==> src/hdl/ult_pkg.sv <==
// shared types and constants for the unsorted list table
package ult_pkg;

	localparam int ULT_CAPACITY = 16;
	localparam int WORD_W = 32;
	localparam int LEN_W = 5;

	typedef enum logic [1:0] {
		OP_INSERT = 2'd0,
		OP_DELETE = 2'd1,
		OP_SEARCH = 2'd2,
		OP_CLEAR  = 2'd3
	} ult_op_t;

	typedef enum logic [1:0] {
		ST_DONE = 2'd0,
		ST_FULL = 2'd1,
		ST_MISS = 2'd2
	} ult_status_t;

	typedef struct packed {
		logic append;
		logic remove;
	} ult_store_cmd_t;

endpackage

==> src/hdl/ult_store.sv <==
// entry row of the list: parallel match, first-match shift on delete, tail append
module ult_store import ult_pkg::*; #(
	parameter int CAPACITY = ULT_CAPACITY,
	parameter int CNT_W = $clog2(ULT_CAPACITY + 1)
) (
	input  logic                 clk,
	input  ult_store_cmd_t       cmd,
	input  logic [CNT_W-1:0]     count,
	input  logic [WORD_W-1:0]    value,
	output logic                 hit
);

	logic [WORD_W-1:0] entry_q [CAPACITY];
	logic [WORD_W-1:0] shift_src [CAPACITY];
	logic [CAPACITY-1:0] match;
	logic [CAPACITY-1:0] shift_mask;

	always_comb begin
		for (int i = 0; i < CAPACITY; i++) begin
			match[i] = (CNT_W'(i) < count) && (entry_q[i] == value);
		end
	end

	// every position at or above the first match moves down by one
	assign shift_mask = match | (~match + CAPACITY'(1));
	assign hit = |match;

	for (genvar g = 0; g < CAPACITY; g++) begin : g_cell
		if (g < CAPACITY - 1) begin : g_mid
			assign shift_src[g] = entry_q[g + 1];
		end else begin : g_last
			assign shift_src[g] = entry_q[g];
		end

		always_ff @(posedge clk) begin
			if (cmd.append && (count == CNT_W'(g))) begin
				entry_q[g] <= value;
			end else if (cmd.remove && shift_mask[g]) begin
				entry_q[g] <= shift_src[g];
			end
		end
	end

endmodule

==> src/hdl/unsorted_list_table_unit.sv <==
// Unsorted list table: a list of up to CAPACITY signed 32-bit words in insertion
// order, taking insert, delete-first-match, search and clear beats. Each beat is
// registered on entry into the input register, then compared against every held
// entry at once, the entry row is updated (tail write or one-place shift from the
// first match) and the result is registered into the output register, so a beat
// is accepted every cycle while the receiver takes results. A result held by the
// receiver stalls the input once the input register is also occupied. The
// parallel compare and first-match shift work over the whole entry row at once.
// Reset clears the entry count and the valid flags, not the entries; no clearing
// pass is needed and the block is ready right after reset.
module unsorted_list_table_unit import ult_pkg::*; #(
	parameter int CAPACITY = ULT_CAPACITY
) (
	input  logic                     clk,
	input  logic                     arst_n,
	input  logic                     in_valid,
	output logic                     in_ready,
	input  logic [1:0]               operation,
	input  logic signed [WORD_W-1:0] value,
	output logic                     out_valid,
	input  logic                     out_ready,
	output logic [1:0]               status,
	output logic [LEN_W-1:0]         length,
	output logic                     full_res
);

	localparam int CNT_W = $clog2(CAPACITY + 1);

	logic                s1_valid_q;
	ult_op_t             op_s1;
	logic [WORD_W-1:0]   value_s1;
	logic [CNT_W-1:0]    count_q;
	logic                out_valid_q;
	ult_status_t         status_q;
	logic [LEN_W-1:0]    length_q;
	logic                full_q;

	logic                advance;
	logic                in_accept;
	logic                hit;
	logic                is_full;
	ult_store_cmd_t      store_cmd;
	ult_status_t         status_d;
	logic [CNT_W-1:0]    count_d;

	assign advance   = s1_valid_q && (!out_valid_q || out_ready);
	assign in_ready  = !s1_valid_q || advance;
	assign in_accept = in_valid && in_ready;
	assign is_full   = (count_q == CNT_W'(CAPACITY));

	always_ff @(posedge clk or negedge arst_n) begin
		if (!arst_n) begin
			s1_valid_q <= 1'b0;
		end else if (in_accept) begin
			s1_valid_q <= 1'b1;
		end else if (advance) begin
			s1_valid_q <= 1'b0;
		end
	end

	always_ff @(posedge clk) begin
		if (in_accept) begin
			op_s1    <= ult_op_t'(operation);
			value_s1 <= value;
		end
	end

	always_comb begin
		store_cmd = '0;
		status_d  = ST_DONE;
		count_d   = count_q;
		unique case (op_s1)
			OP_INSERT: begin
				if (is_full) begin
					status_d = ST_FULL;
				end else begin
					store_cmd.append = advance;
					count_d = count_q + CNT_W'(1);
				end
			end
			OP_DELETE: begin
				store_cmd.remove = advance;
				if (hit) begin
					count_d = count_q - CNT_W'(1);
				end else begin
					status_d = ST_MISS;
				end
			end
			OP_SEARCH: begin
				if (!hit) begin
					status_d = ST_MISS;
				end
			end
			OP_CLEAR: begin
				count_d = '0;
			end
			default: begin
				status_d = ST_DONE;
			end
		endcase
	end

	ult_store #(
		.CAPACITY (CAPACITY),
		.CNT_W    (CNT_W)
	) u_store (
		.clk   (clk),
		.cmd   (store_cmd),
		.count (count_q),
		.value (value_s1),
		.hit   (hit)
	);

	always_ff @(posedge clk or negedge arst_n) begin
		if (!arst_n) begin
			count_q     <= '0;
			out_valid_q <= 1'b0;
		end else begin
			if (advance) begin
				count_q     <= count_d;
				out_valid_q <= 1'b1;
			end else if (out_ready) begin
				out_valid_q <= 1'b0;
			end
		end
	end

	always_ff @(posedge clk) begin
		if (advance) begin
			status_q <= status_d;
			length_q <= LEN_W'(count_d);
			full_q   <= (count_d == CNT_W'(CAPACITY));
		end
	end

	assign out_valid = out_valid_q;
	assign status    = status_q;
	assign length    = length_q;
	assign full_res  = full_q;

`ifndef SYNTHESIS
	// count stays within capacity
	a_count_range: assert property (@(posedge clk) disable iff (!arst_n)
		count_q <= CNT_W'(CAPACITY))
		else $error("entry count above capacity");

	// a pending result always matches the live count
	a_len_tracks: assert property (@(posedge clk) disable iff (!arst_n)
		out_valid_q |-> (length_q == LEN_W'(count_q)) &&
			(full_q == (count_q == CNT_W'(CAPACITY))))
		else $error("result length out of step with count");

	// a full rejection only when the list really is full
	a_full_reject: assert property (@(posedge clk) disable iff (!arst_n)
		(out_valid_q && (status_q == ST_FULL)) |-> (count_q == CNT_W'(CAPACITY)))
		else $error("full status with room left");

	// a held beat is never overwritten
	a_no_overrun: assert property (@(posedge clk) disable iff (!arst_n)
		(in_accept && s1_valid_q) |-> advance)
		else $error("input stage overwritten");

	// count moves by at most one except on clear
	a_count_step: assert property (@(posedge clk) disable iff (!arst_n)
		(advance && (op_s1 != OP_CLEAR)) |=>
			((count_q == $past(count_q)) || (count_q == $past(count_q) + CNT_W'(1)) ||
			(count_q == $past(count_q) - CNT_W'(1))))
		else $error("count jumped");
`endif

endmodule
==> config.mk <==
export PLATFORM = sky130hd
export DESIGN_NAME = unsorted_list_table_unit
export DESIGN_NICKNAME = d
export VERILOG_FILES = /design/src/hdl/ult_pkg.sv /design/src/hdl/ult_store.sv /design/src/hdl/unsorted_list_table_unit.sv
export SDC_FILE = /design/constraint.sdc
export NUM_CORES = 1
export LEC_CHECK = 0
export ABC_AREA = 0
export ABC_CLOCK_PERIOD_IN_PS = 12700
export BUFFER_PORTS_ARGS = -buffer_cell sky130_fd_sc_hd__buf_2
export CORE_MARGIN = 8
export CORE_UTILIZATION = 39
export CTS_CLUSTER_DIAMETER = 30
export DETAILED_ROUTE_END_ITERATION = 8
export SETUP_SLACK_MARGIN = 0.15
export SKIP_LAST_GASP = 1
export SYNTH_ARGS = -nofsm -noshare
export SYNTH_HDL_FRONTEND = slang
export SYNTH_SLANG_ARGS = --single-unit
==> constraint.sdc <==
create_clock -name clk -period 12.7 [get_ports clk]
set_input_delay 0 -clock clk [delete_from_list [all_inputs] [get_ports clk]]
set_output_delay 0 -clock clk [all_outputs]
set_load 0.005 [all_outputs]
## After elaboration in Yosys (flattened, before gate mapping)

Memory sizes are Yosys's and may differ from the RTL's.
Index checks and enable logic that the tools add are counted.

- Register bits after elaboration: 49
- RAM bits: 512
- Output and inout port bits: 10
- Memories kept: 1

Memory list:

| name | words | bits a word | rd ports | clocked after Yosys merged registers in | write ports | line | text |
|---|---|---|---|---|---|---|---|
| u_store.entry_q | 16 | 32 | 16 | 0 | 16 | ult_store.sv:13 | `logic [WORD_W-1:0] entry_q [CAPACITY];` |

- Add/sub/neg operators: 3
- Magnitude comparators: 16
- Equality and inequality tests: 36
- Muxes and demuxes: 109
- Bitwise operators: 18
- Reductions and logical operators: 60

Operator list:

| kind | count |
|---|---|
| 32-bit == test | 16 |
| 32-bit two-way mux | 16 |
| 1-bit two-way mux | 88 |
| 1-bit logical AND | 50 |
| 5-bit by 4-bit == test with 1-bit output (second input constant) | 8 |
| 4-bit by 5-bit less-than comparator with 1-bit output (first input constant) | 8 |
| 5-bit by 3-bit == test with 1-bit output (second input constant) | 4 |
| 3-bit by 5-bit less-than comparator with 1-bit output (first input constant) | 4 |
| 16-bit by 1-bit adder with 16-bit output (second input constant) | 1 |
| 16-bit inverter | 1 |
| 1-bit bitwise OR | 16 |
| 16-bit bitwise OR | 1 |
| 16-bit OR reduction | 1 |
| 5-bit case mux with 3 select lines | 1 |
| 5-bit by 2-bit == test with 1-bit output (second input constant) | 2 |
| 5-bit == test (second input constant) | 2 |
| 1-bit by 5-bit less-than comparator with 1-bit output (first input constant) | 2 |
| 2-bit by 5-bit less-than comparator with 1-bit output (first input constant) | 2 |
| 5-bit two-way mux | 2 |
| 5-bit by 1-bit adder with 5-bit output (second input constant) | 1 |
| 5-bit by 1-bit == test with 1-bit output (second input constant) | 1 |
| 5-bit logical NOT | 1 |
| 5-bit by 1-bit subtractor with 5-bit output (second input constant) | 1 |
| 2-bit == test (second input constant) | 2 |
| other kinds (8) | 11 |

## Logic depth before layout (Yosys ltp)

Gate-level depths: netlist of run 1.
An unclocked memory read counts as a cell.

- Depth after elaboration: 11
- Mapped depth: 13

## By module

A second synthesis of run 1 with hierarchy kept.

- Cells, all modules: 2,230
- Area, all modules: 30,675.7 µm²

By module, submodules not included:

| module | times used | cells an instance | area an instance (µm²) | seq. area each (µm²) |
|---|---|---|---|---|
| ult_store | 1 | 2,112 | 28,762.6 | 15,374.7 |
| unsorted_list_table_unit | 1 | 118 | 1,913.1 | 1,436.4 |

## Worst setup path after synthesis of run 1

Ideal clock, no wire load.

- Kind: register -> register
- Start point: reg value_s1[30]
- End point: mem u_store.entry_q[6][0], in the netlist u_store.entry_q[0][192] (enable)
- Arrival time: 4.305 ns
- Setup slack: 7.929 ns
- Cell stages (with the launch flop): 10
- Period minus slack after synthesis: 4.771 ns
- Path through: edfxtp_1 > clkbuf_1 > buf_2 > xor2_1 > or4_1 > nor4_1 > nand3_1 > nand3_1 > nor4_1 > o21ai_0

RTL lines:

| item | line | text |
|---|---|---|
| start, declared | unsorted_list_table_unit.sv:31 | `logic [WORD_W-1:0] value_s1;` |
| start signal, assigned | unsorted_list_table_unit.sv:64 | `value_s1 <= value;` |
| end, declared | ult_store.sv:13 |  |

==> run_results.csv, run 1 <==
group,metric,value,unit
worst_hold_path,hp-class,"in2reg",
floorplanning,dieArea,87600,um2
synth,synth_warnings,0,
synth,synth_flop_cell,"edfxtp_1",
sta,min_period,5160,ps
clock_tree,cts_tree,"done",
detailed_routing,drcViolationCount,0,
global_routing,antenna_found_initial,1,
detailed_routing,viasPerCell,5.54,
clock_tree,cts_max_level,4,
global_routing,grt_pass1_vias,20400,
run_status,status,"finished, final reports clean",
synth,synth_area,30600,um2
placed_design,place_hpwl,58600,um
synth,syn_inst,2242,
placed_design,gp_congestion,0.937,
synth,ys_seq_area_share,55.0,%
setup_path,worst_setup_path_end_kind,"flop",
power_and_ir_drop,vdd_drop_max,0.103,mV
synth,synth_cell_types,69,
floorplanning,die_x,296,um
setup_path,cp_max_fo,32,
power_and_ir_drop,power_frac_comb,7.5,%
synth,yosysMostFrequentCell,"edfxtp_1",
floorplanning,start_util,39.4,%
clock_tree,cts_hold_buf,71,
detailed_routing,dr.pass1.iters,6,
setup_path,critical_path_class,"reg2reg",
synth,yosysTopAreaCell,"edfxtp_1",
cells_and_area,nets,2420,
sta,tightest_slew,1160,ps
sta,fin_skew,57.4,ps
sta,slew_viol_final,0,
clock_tree,clock_sinks,561,
cells_and_area,finalCoreUtilization,48.1,%
setup_path,cp_cell_sequence,"nor2_1 > a221o_1 > or4b_1 > nor4_1 > a31oi_1 > nand4_4 > or3_1 > nand2_1 > a31oi_4 > mux2_2",
global_routing,grt_overflow,0,
detailed_routing,wl_met2,43500,um
power_and_ir_drop,p_clk_share,58.5,%
detailed_routing,dr_wl_met3,6350,um
sta,grt_setup_unrepaired,"false",
floorplanning,core_area,77500,um2
power_and_ir_drop,power.sequential.fraction,34.0,%
setup_path,crit_arrival,5610,ps
synth,synth_fp_nets,2289,
global_routing,grt_pass1_wl,135000,um
synth,synthTopCellsByArea,"edfxtp_1, mux2_2, xnor2_1",
setup_path,cp-start-kind,"flop",
floorplanning,die_h,296,um
detailed_routing,drt-wirelength-per-cell,25.8,um
cells_and_area,diodes,0,
power_and_ir_drop,p_sw_share,23.0,%
synth,synth-seq-cells,561,
worst_hold_path,hold_depth,2,
detailed_routing,met1_length,38500,um
sta,fmaxAchievable,194,MHz
setup_path,slowest_stage,"a31oi_4",
clock_tree,cts-root-buf,"clkbuf_16",
synth,syn_avg_cell_area,13.6,um2
detailed_routing,ant_nets,0,
sta,max-slew-margin-rel,22.6,%
power_and_ir_drop,p_per_area,166,nW/um2
synth,ys_top_cells_by_count,"edfxtp_1, mux2_2, xnor2_1",
setup_path,critPathMaxStageDelay,930,ps
global_routing,grtUsageTotal,20.6,%
detailed_routing,route.vias.total,19500,
sta,finalSetupTns,0,ps
setup_path,crit_required,13150,ps
cells_and_area,area_delta_synth_final,21.9,%
flow_run,drv_cap,0,
clock_tree,post_cts_buffers,0,
setup_path,reg2reg_depth,10,
global_routing,grt_max_degree,35,
clock_tree,path_clk_slew,50,ps
cells_and_area,drive_above_1_share,32.4,%
clock_tree,clock_latency,720,ps
clock_tree,post_cts_resize_count,0,
sta,finalSetupViolations,0,
power_and_ir_drop,p_switching,1.42,mW
sta,min_period_over_period,40.6,%
sta,hold_viol,0,
detailed_routing,drt_iter0_drc,1727,
detailed_routing,finalWirelength,90800,um
clock_tree,cts_buffers,136,
floorplanning,io_pins,48,
power_and_ir_drop,power.internal,4.75,mW
floorplanning,num_rows,102,
synth,post-synth-top-area-fraction,54.4,%
clock_tree,cts_buffer_depth,3,
power_and_ir_drop,p_leak,12.4,nW
synth,async_reset_ff_share,1.25,%
detailed_routing,top_layer,"met4",
synth,synth_edf_count,554,
placed_design,port_buffers,47,
-- cell families after synthesis --
kind of cell             count (synthesis)  synth area share, %
buffers and inverters                  196                 2.94
adder cells (fa/ha/maj)                  9                0.368
XOR/XNOR                               510                 14.6
AND/OR/NAND/NOR                        412                 7.72
multiplexers                           480                 17.7
AO/OA/AOI/OAI                           74                 1.67
flip-flops                             561                 55.0
-- area by class of cell --
type	instances	area, um2
inverter	10	37.5
fill	6764	40200
clock buffer	149	3520
multi-input combinational	1485	12900
clock inverter	100	1280
timing repair buffer	179	1400
sequential	561	16800
tap	1040	1300
-- critical path: cells and delay by family (launching register included) --
kind | cells | cell delay (ps)
simple gates | 6 | 2020
mux | 1 | 420
flops | 1 | 900
compound gates | 3 | 1540
-- layout by cell type (no fill, tap or decap), types with 5 or more instances in the layout --
cell type,n
clkinv_8,5
nand4_1,106
buf_4,61
nand2b_1,8
mux2_1,34
buf_2,47
nand2_1,70
clkbuf_16,139
nor3_1,27
nor4_1,69
clkinv_2,27
clkinvlp_4,12
dlygate4sd3_1,71
dfrtp_1,7
clkbuf_1,10
inv_6,5
bufinv_16,25
a21oi_1,9
xor2_1,212
clkinv_1,19
nor4b_1,6
o21ai_2,8
xnor2_1,298
nand4b_1,5
nor2_1,39
o21ai_0,20
nand3_1,28
or3_1,5
and3_1,5
ha_1,9
edfxtp_1,554
inv_1,9
mux2_2,442
-- per-layer routing --
metal	global-route usage [%]	vias to the layer above
li1	-	8631
met1	26.4	9895
met2	34.2	816
met3	4.69	181
met4	7.25	0
met5	0	-
-- sequential cells by signal, summed over array words and instances (netlist names), 2 cells and up --
signal / flops
count_q: 5
length: 5
op_s1: 2
status: 2
u_store.entry_q: 512
value_s1: 32
-- power by group through the flow --
stage / Clock, mW / Sequential (mW) / Combinational [mW]
floorplan: 0 / 2.11 / 0.304
detailed placement: 0 / 2.13 / 0.437
global route: 3.76 / 2.10 / 0.494
CTS: 3.66 / 2.10 / 0.458
finish: 3.61 / 2.10 / 0.464
global placement: 0 / 2.13 / 0.433
-- path summary, 6_finish.rpt --
kind                             from                      end  slack, ps
min in group asynchronous      arst_n               count_q[0]        260
max in group asynchronous      arst_n               count_q[4]      12190
hold / removal              value[19]             value_s1[19]         50
hold reg to reg            s1_valid_q                out_valid        500
setup / recovery           count_q[3]  u_store.entry_q[1][133]       7540
setup reg to reg           count_q[3]  u_store.entry_q[1][133]       7540
-- metrics by stage --
stage / setup WS [ps] / cells / area (um2) / power (mW) / hold WS (ps)
after CTS: 7520 / 3524 / 37300 / 6.22 / 8.07
after detailed placement: 7550 / 3204 / 31800 / 2.57 / -156
final: 7540 / 3524 / 37300 / 6.18 / 49.6
after global routing: 7350 / 3524 / 37300 / 6.35 / 41.4
after floorplan: 7930 / 2242 / 30600 / 2.42 / -296
after global placement: 7660 / 3204 / 31800 / 2.56 / -163
No activity file was read; power rests on OpenSTA's default activity.
==> run 2, diff against run 1 <==
--- a/config.mk
+++ b/config.mk
@@ -6,7 +6,7 @@
 export NUM_CORES = 1
 export LEC_CHECK = 0
 export ABC_AREA = 0
-export ABC_CLOCK_PERIOD_IN_PS = 12700
+export ABC_CLOCK_PERIOD_IN_PS = 5150
 export BUFFER_PORTS_ARGS = -buffer_cell sky130_fd_sc_hd__buf_2
 export CORE_MARGIN = 8
 export CORE_UTILIZATION = 39
==> constraint.sdc (replaced) <==
create_clock -name clk -period 5.15 [get_ports clk]
set_input_delay 0 -clock clk [delete_from_list [all_inputs] [get_ports clk]]
set_output_delay 0 -clock clk [all_outputs]
set_load 0.005 [all_outputs]
==> run 2 against run 1 <==
Via count grew 2.9%. Fmax grew 9.7%. Critical path depth grew 2.
==> run_results.csv, run 2 (synthesis results as in run 1) <==
group,metric,value,unit
run_status,status,"finished, final reports clean",
sta,tightest_slew,1340,ps
cells_and_area,instances_no_fill,3605,
detailed_routing,route.vias.total,20100,
detailed_routing,finalWirelength,100000,um
power_and_ir_drop,p_switching,3.75,mW
power_and_ir_drop,power.sequential.fraction,33.7,%
setup_path,cp_max_fo,32,
clock_tree,path_clk_slew,50,ps
placed_design,place_hpwl,70900,um
floorplanning,start_util,39.4,%
placed_design,port_buffers,47,
sta,fmaxAchievable,212,MHz
power_and_ir_drop,power.internal,11.8,mW
sta,grt_setup_unrepaired,"false",
floorplanning,io_pins,48,
clock_tree,cts-root-buf,"clkbuf_16",
placed_design,placed_cells,3274,
setup_path,reg2reg_depth,12,
clock_tree,cts_hold_buf,61,
sta,finalSetupTns,0,ps
power_and_ir_drop,p_sw_share,24.1,%
floorplanning,dieArea,87600,um2
cells_and_area,drive_above_1_share,34.0,%
power_and_ir_drop,vdd_drop_max,0.309,mV
detailed_routing,drt-wirelength-per-cell,27.8,um
sta,max-slew-margin-rel,10.6,%
setup_path,rrSetupSlack,440,ps
power_and_ir_drop,p_per_area,408,nW/um2
cells_and_area,top_register,"u_store.entry_q",
clock_tree,cts_max_level,4,
worst_hold_path,hp-class,"in2reg",
cells_and_area,area_delta_synth_final,24.7,%
setup_path,worst_setup_path_end_kind,"flop",
sta,hold_viol,0,
clock_tree,clock_latency,730,ps
placed_design,gp_congestion,0.920,
cells_and_area,finalCoreUtilization,49.2,%
cells_and_area,final_common_cell,"edfxtp_1",
setup_path,crit_arrival,5170,ps
global_routing,grt_pass1_vias,20600,
power_and_ir_drop,p_leak,12.8,nW
worst_hold_path,hold_end,"value_s1[4]",
clock_tree,cts_tree,"done",
cells_and_area,multi_input_area,12900,um2
worst_hold_path,min-delay-start,"value[4]",
floorplanning,core_area,77500,um2
cells_and_area,largestRegisters,"u_store.entry_q (512), value_s1 (32)",
sta,slew_viol_final,0,
global_routing,grt_max_degree,35,
sta,fin_skew,35.6,ps
flow_run,drv_cap,0,
power_and_ir_drop,p_clk_share,58.6,%
floorplanning,die_x,296,um
clock_tree,clock_sinks,561,
setup_path,rr_startpoint,"value_s1[15]",
detailed_routing,viasPerCell,5.57,
global_routing,antenna_found_initial,7,
global_routing,grtUsageTotal,22.7,%
setup_path,r2r-end,"u_store.entry_q[1][158]",
sta,min_period_over_period,91.4,%
clock_tree,post_cts_resize_count,0,
cells_and_area,largest_register_ffs,512,
power_and_ir_drop,power_frac_comb,7.7,%
clock_tree,cts_buffer_depth,3,
cells_and_area,n_fill_cell,6672,
clock_tree,post_cts_buffers,0,
setup_path,critical_path_class,"reg2reg",
global_routing,grt_pass1_wl,144000,um
detailed_routing,drt_iter0_drc,1976,
floorplanning,die_h,296,um
detailed_routing,dr.pass1.iters,5,
detailed_routing,ant_nets,0,
worst_hold_path,hold_depth,2,
cells_and_area,nets,2488,
sta,hold_ws,75.6,ps
setup_path,crit_required,5620,ps
floorplanning,num_rows,102,
global_routing,grt_overflow,0,
setup_path,cp-start-kind,"flop",
cells_and_area,regArea,16800,um2
sta,min_period,4710,ps
sta,finalSetupViolations,0,
detailed_routing,drcViolationCount,0,
clock_tree,cts_buffers,144,
cells_and_area,layout_common_cells,"edfxtp_1, mux2_2, xnor2_1",
[run 2: changes by cell type in the layout (fill, tap and decap cells not counted), sizes merged]
cell	before	now
bufinv	25	20
diode	0	4
clkinv	56	61
buf	108	178
inv	17	18
clkbuf	149	165
dlygate4sd3	71	61
[run 2: power groups by stage]
| stage | Combinational, mW | Clock [mW] | Sequential (mW) |
|---|---|---|---|
| 2_1_floorplan | 0.749 | 0 | 5.21 |
| 3_3_place_gp | 1.11 | 0 | 5.31 |
| 3_5_place_dp | 1.12 | 0 | 5.31 |
| 4_1_cts | 1.17 | 9.21 | 5.24 |
| 5_1_grt | 1.26 | 9.45 | 5.24 |
| 6_report | 1.19 | 9.10 | 5.24 |
[run 2: final cells by class]
class,instances,share of cell area (%)
Clock buffer,165,9.72
Inverter,10,0.0985
Timing Repair Buffer,239,5.48
Clock inverter,101,3.24
Tap cell,1040,3.42
Sequential cell,561,44.1
Antenna cell,4,0.0263
Multi-Input combinational cell,1485,33.9
[run 2: metal layers]
| layer | global-route usage [%] | vias up | routed length (um) |
|---|---|---|---|
| met5 | 0 | - | 13 |
| li1 | - | 8767 | - |
| met1 | 30.4 | 10200 | 42800 |
| met2 | 35.8 | 887 | 46100 |
| met3 | 5.05 | 207 | 8030 |
| met4 | 8.50 | 2 | 3200 |
[run 2: worst max-delay path by stage]
stage / start / to / cells after the start
floorplan: value_s1[30] / u_store.entry_q[0][192] / 9
global placement: value_s1[6] / full_res / 10
detailed placement: value_s1[17] / u_store.entry_q[1][133] / 11
CTS: value_s1[17] / u_store.entry_q[1][158] / 11
global route: value_s1[15] / u_store.entry_q[1][158] / 12
finish: value_s1[15] / u_store.entry_q[1][158] / 12
[run 2: stage by stage]
stage,power [mW],instance area [um2],worst slack [ps]
global placement,6.43,32500,154
CTS,15.6,38100,466
detailed placement,6.44,32500,509
finish,15.5,38100,443
global route,15.9,38100,285
floorplan,5.96,30600,379
[run 2: critical path, stage by stage (launching register included)]
cell and delay, ps:
edfxtp_1 1180, xnor2_1 250, nand4_1 220, or4_1 500, nor4_1 530, buf_4 220, a311oi_4 50, nand4_4 220
or3_1 200, nand2_1 140, a31oi_4 260, buf_12 240, mux2_2 370
==> run 3, diff against run 2 <==
--- a/config.mk
+++ b/config.mk
@@ -12,6 +12,7 @@
 export CORE_UTILIZATION = 39
 export CTS_CLUSTER_DIAMETER = 30
 export DETAILED_ROUTE_END_ITERATION = 8
+export MAX_ROUTING_LAYER = met4
 export SETUP_SLACK_MARGIN = 0.15
 export SKIP_LAST_GASP = 1
 export SYNTH_ARGS = -nofsm -noshare
==> constraint.sdc (replaced) <==
create_clock -name clk -period 5.15 [get_ports clk]
set_input_delay 0 -clock clk [delete_from_list [all_inputs] [get_ports clk]]
set_output_delay 0 -clock clk [all_outputs]
set_load 0.01 [all_outputs]
==> run 3 against run 2 <==
Cell count shrank 0.14%. Highest routed layer is now met4. Critical endpoint is now u_store.entry_q[1][154]. Sequential cell count is the same. First-iteration DRC count grew 0.56%.
==> run_results.csv, run 3 (synthesis results as in run 1) <==
group,metric,value,unit
floorplanning,start_util,39.4,%
detailed_routing,drt-wirelength-per-cell,28.3,um
power_and_ir_drop,p_switching,3.69,mW
clock_tree,post_cts_buffers,0,
detailed_routing,route.vias.total,20100,
cells_and_area,drive_above_1_share,34.1,%
cells_and_area,n_fill_cell,6683,
placed_design,post-place-ws,177,ps
setup_path,cp.buffers_inverters,2,
global_routing,grt_max_degree,35,
floorplanning,num_rows,102,
power_and_ir_drop,power.sequential.fraction,34.4,%
setup_path,slowest_stage,"edfxtp_1",
sta,grt_setup_unrepaired,"false",
setup_path,critPathTopFamily,"simple AND/OR/NAND/NOR gates",
sta,fmaxAchievable,207,MHz
power_and_ir_drop,vdd_drop_max,0.306,mV
setup_path,critical_path_class,"reg2reg",
power_and_ir_drop,power_frac_comb,7.8,%
detailed_routing,dr.pass1.iters,6,
clock_tree,cts_buffers,146,
clock_tree,clock_latency,720,ps
sta,slew_viol_final,0,
sta,min_period_over_period,94.0,%
sta,worst_slack,310,ps
power_and_ir_drop,p_sw_share,24.2,%
power_and_ir_drop,p_per_area,402,nW/um2
global_routing,grtUsageTotal,23.8,%
cells_and_area,largestRegisters,"u_store.entry_q (512), value_s1 (32)",
cells_and_area,top_register,"u_store.entry_q",
detailed_routing,finalWirelength,102000,um
sta,finalSetupViolations,0,
clock_tree,cts_max_level,4,
clock_tree,path_clk_slew,40,ps
cells_and_area,largest_register_ffs,512,
sta,min_period,4840,ps
global_routing,grt_overflow,0,
detailed_routing,ant_nets,0,
floorplanning,die_h,296,um
power_and_ir_drop,p_clk_share,57.7,%
floorplanning,dieArea,87600,um2
clock_tree,cts_hold_buf,58,
floorplanning,die_x,296,um
sta,finalSetupTns,0,ps
placed_design,port_buffers,47,
detailed_routing,viasPerCell,5.58,
setup_path,cp_max_fo,32,
floorplanning,core_area,77500,um2
clock_tree,post_cts_resize_count,0,
worst_hold_path,hp-class,"in2reg",
setup_path,crit_required,5610,ps
floorplanning,io_pins,48,
placed_design,gp_congestion,0.955,
flow_run,drv_cap,0,
sta,hold_viol,0,
placed_design,placed_cell_area,32500,um2
power_and_ir_drop,p_leak,12.8,nW
clock_tree,cts_buffer_depth,3,
clock_tree,clock_sinks,561,
sta,max-slew-margin-rel,1.68,%
global_routing,antenna_found_initial,4,
cells_and_area,area_delta_synth_final,24.2,%
setup_path,rrSetupSlack,310,ps
clock_tree,cts_tree,"done",
cells_and_area,layout_common_cells,"edfxtp_1, mux2_2, xnor2_1",
setup_path,worst_setup_path_end_kind,"flop",
global_routing,grt_pass1_vias,20700,
run_status,status,"finished, final reports clean",
global_routing,grt_pass1_wl,147000,um
cells_and_area,nets,2484,
cells_and_area,fin_area,38000,um2
placed_design,place_hpwl,71800,um
cells_and_area,final_common_cell,"edfxtp_1",
setup_path,cp_cell_sequence,"xnor2_1 > nand4_1 > or4_1 > nor4_1 > buf_4 > a311oi_4 > nand4_4 > or3_1 > nand2_1 > a31oi_4 > buf_12 > mux2_2",
sta,fin_skew,26.9,ps
detailed_routing,drcViolationCount,0,
setup_path,critPathMaxStageDelay,1320,ps
sta,tightest_slew,1470,ps
clock_tree,cts-root-buf,"clkbuf_16",
detailed_routing,drt_iter0_drc,1987,
setup_path,crit_arrival,5300,ps
power_and_ir_drop,power.internal,11.6,mW
setup_path,cp-start-kind,"flop",
run 3: cell types whose count changed in the layout (fill, tap and decap cells not counted), sizes merged:
cell,before,now
bufinv,20,13
clkinv,61,68
clkbuf,165,171
clkinvlp,12,8
buf,178,175
dlygate4sd3,61,58
inv,18,16
diode,4,5
run 3: worst register-to-register path, cell delays in order, from the launching register on:
cell and delay (ps):
edfxtp_1 1320, xnor2_1 350, nand4_1 150, or4_1 490, nor4_1 560, buf_4 230
a311oi_4 50, nand4_4 220, or3_1 200, nand2_1 130, a31oi_4 250, buf_12 250
mux2_2 380
run 3: worst paths after layout:
path / startpoint / to / depth (start not counted)
setup / recovery: value_s1[15] / u_store.entry_q[1][154] / 12
hold / removal: value[20] / value_s1[20] / 2
setup reg to reg: value_s1[15] / u_store.entry_q[1][154] / 12
hold reg to reg: s1_valid_q / out_valid / 1
max in group asynchronous: arst_n / count_q[1] / 3
min in group asynchronous: arst_n / count_q[0] / 3
run 3: per-layer routing:
metal  vias up  track usage (%)  wire, um
met3       183             4.94      7530
met2       916             36.0     46400
li1       8760                -         -
met1     10200             31.9     44900
met4         0             7.93      3170
met5         -                -         0
run 3: power groups by stage:
stage          Clock, mW  Combinational, mW  Sequential (mW)
2_1_floorplan          0              0.749             5.22
3_3_place_gp           0               1.12             5.33
3_5_place_dp           0               1.12             5.33
4_1_cts             8.91               1.17             5.25
5_1_grt             9.18               1.27             5.26
6_report            8.82               1.20             5.25
run 3: final cells by class:
class	count	area (um2)	area share [%]
Sequential cell	561	16800	44.3
Multi-Input combinational cell	1485	12900	34.0
Clock buffer	171	3840	10.1
Timing Repair Buffer	233	2070	5.46
Tap cell	1040	1300	3.43
Clock inverter	95	976	2.57
Inverter	10	37.5	0.0989
Antenna cell	5	12.5	0.0330
run 3: per-stage QoR:
step	hold slack (ps)	total power, mW	util [%]	instances
4_1_cts	12.0	15.3	49.0	3594
5_1_grt	50.4	15.7	49.0	3597
2_1_floorplan	-296	5.97	-	2242
6_report	58.7	15.3	49.0	3600
3_3_place_gp	-163	6.45	42.0	3270
3_5_place_dp	-157	6.45	42.0	3270
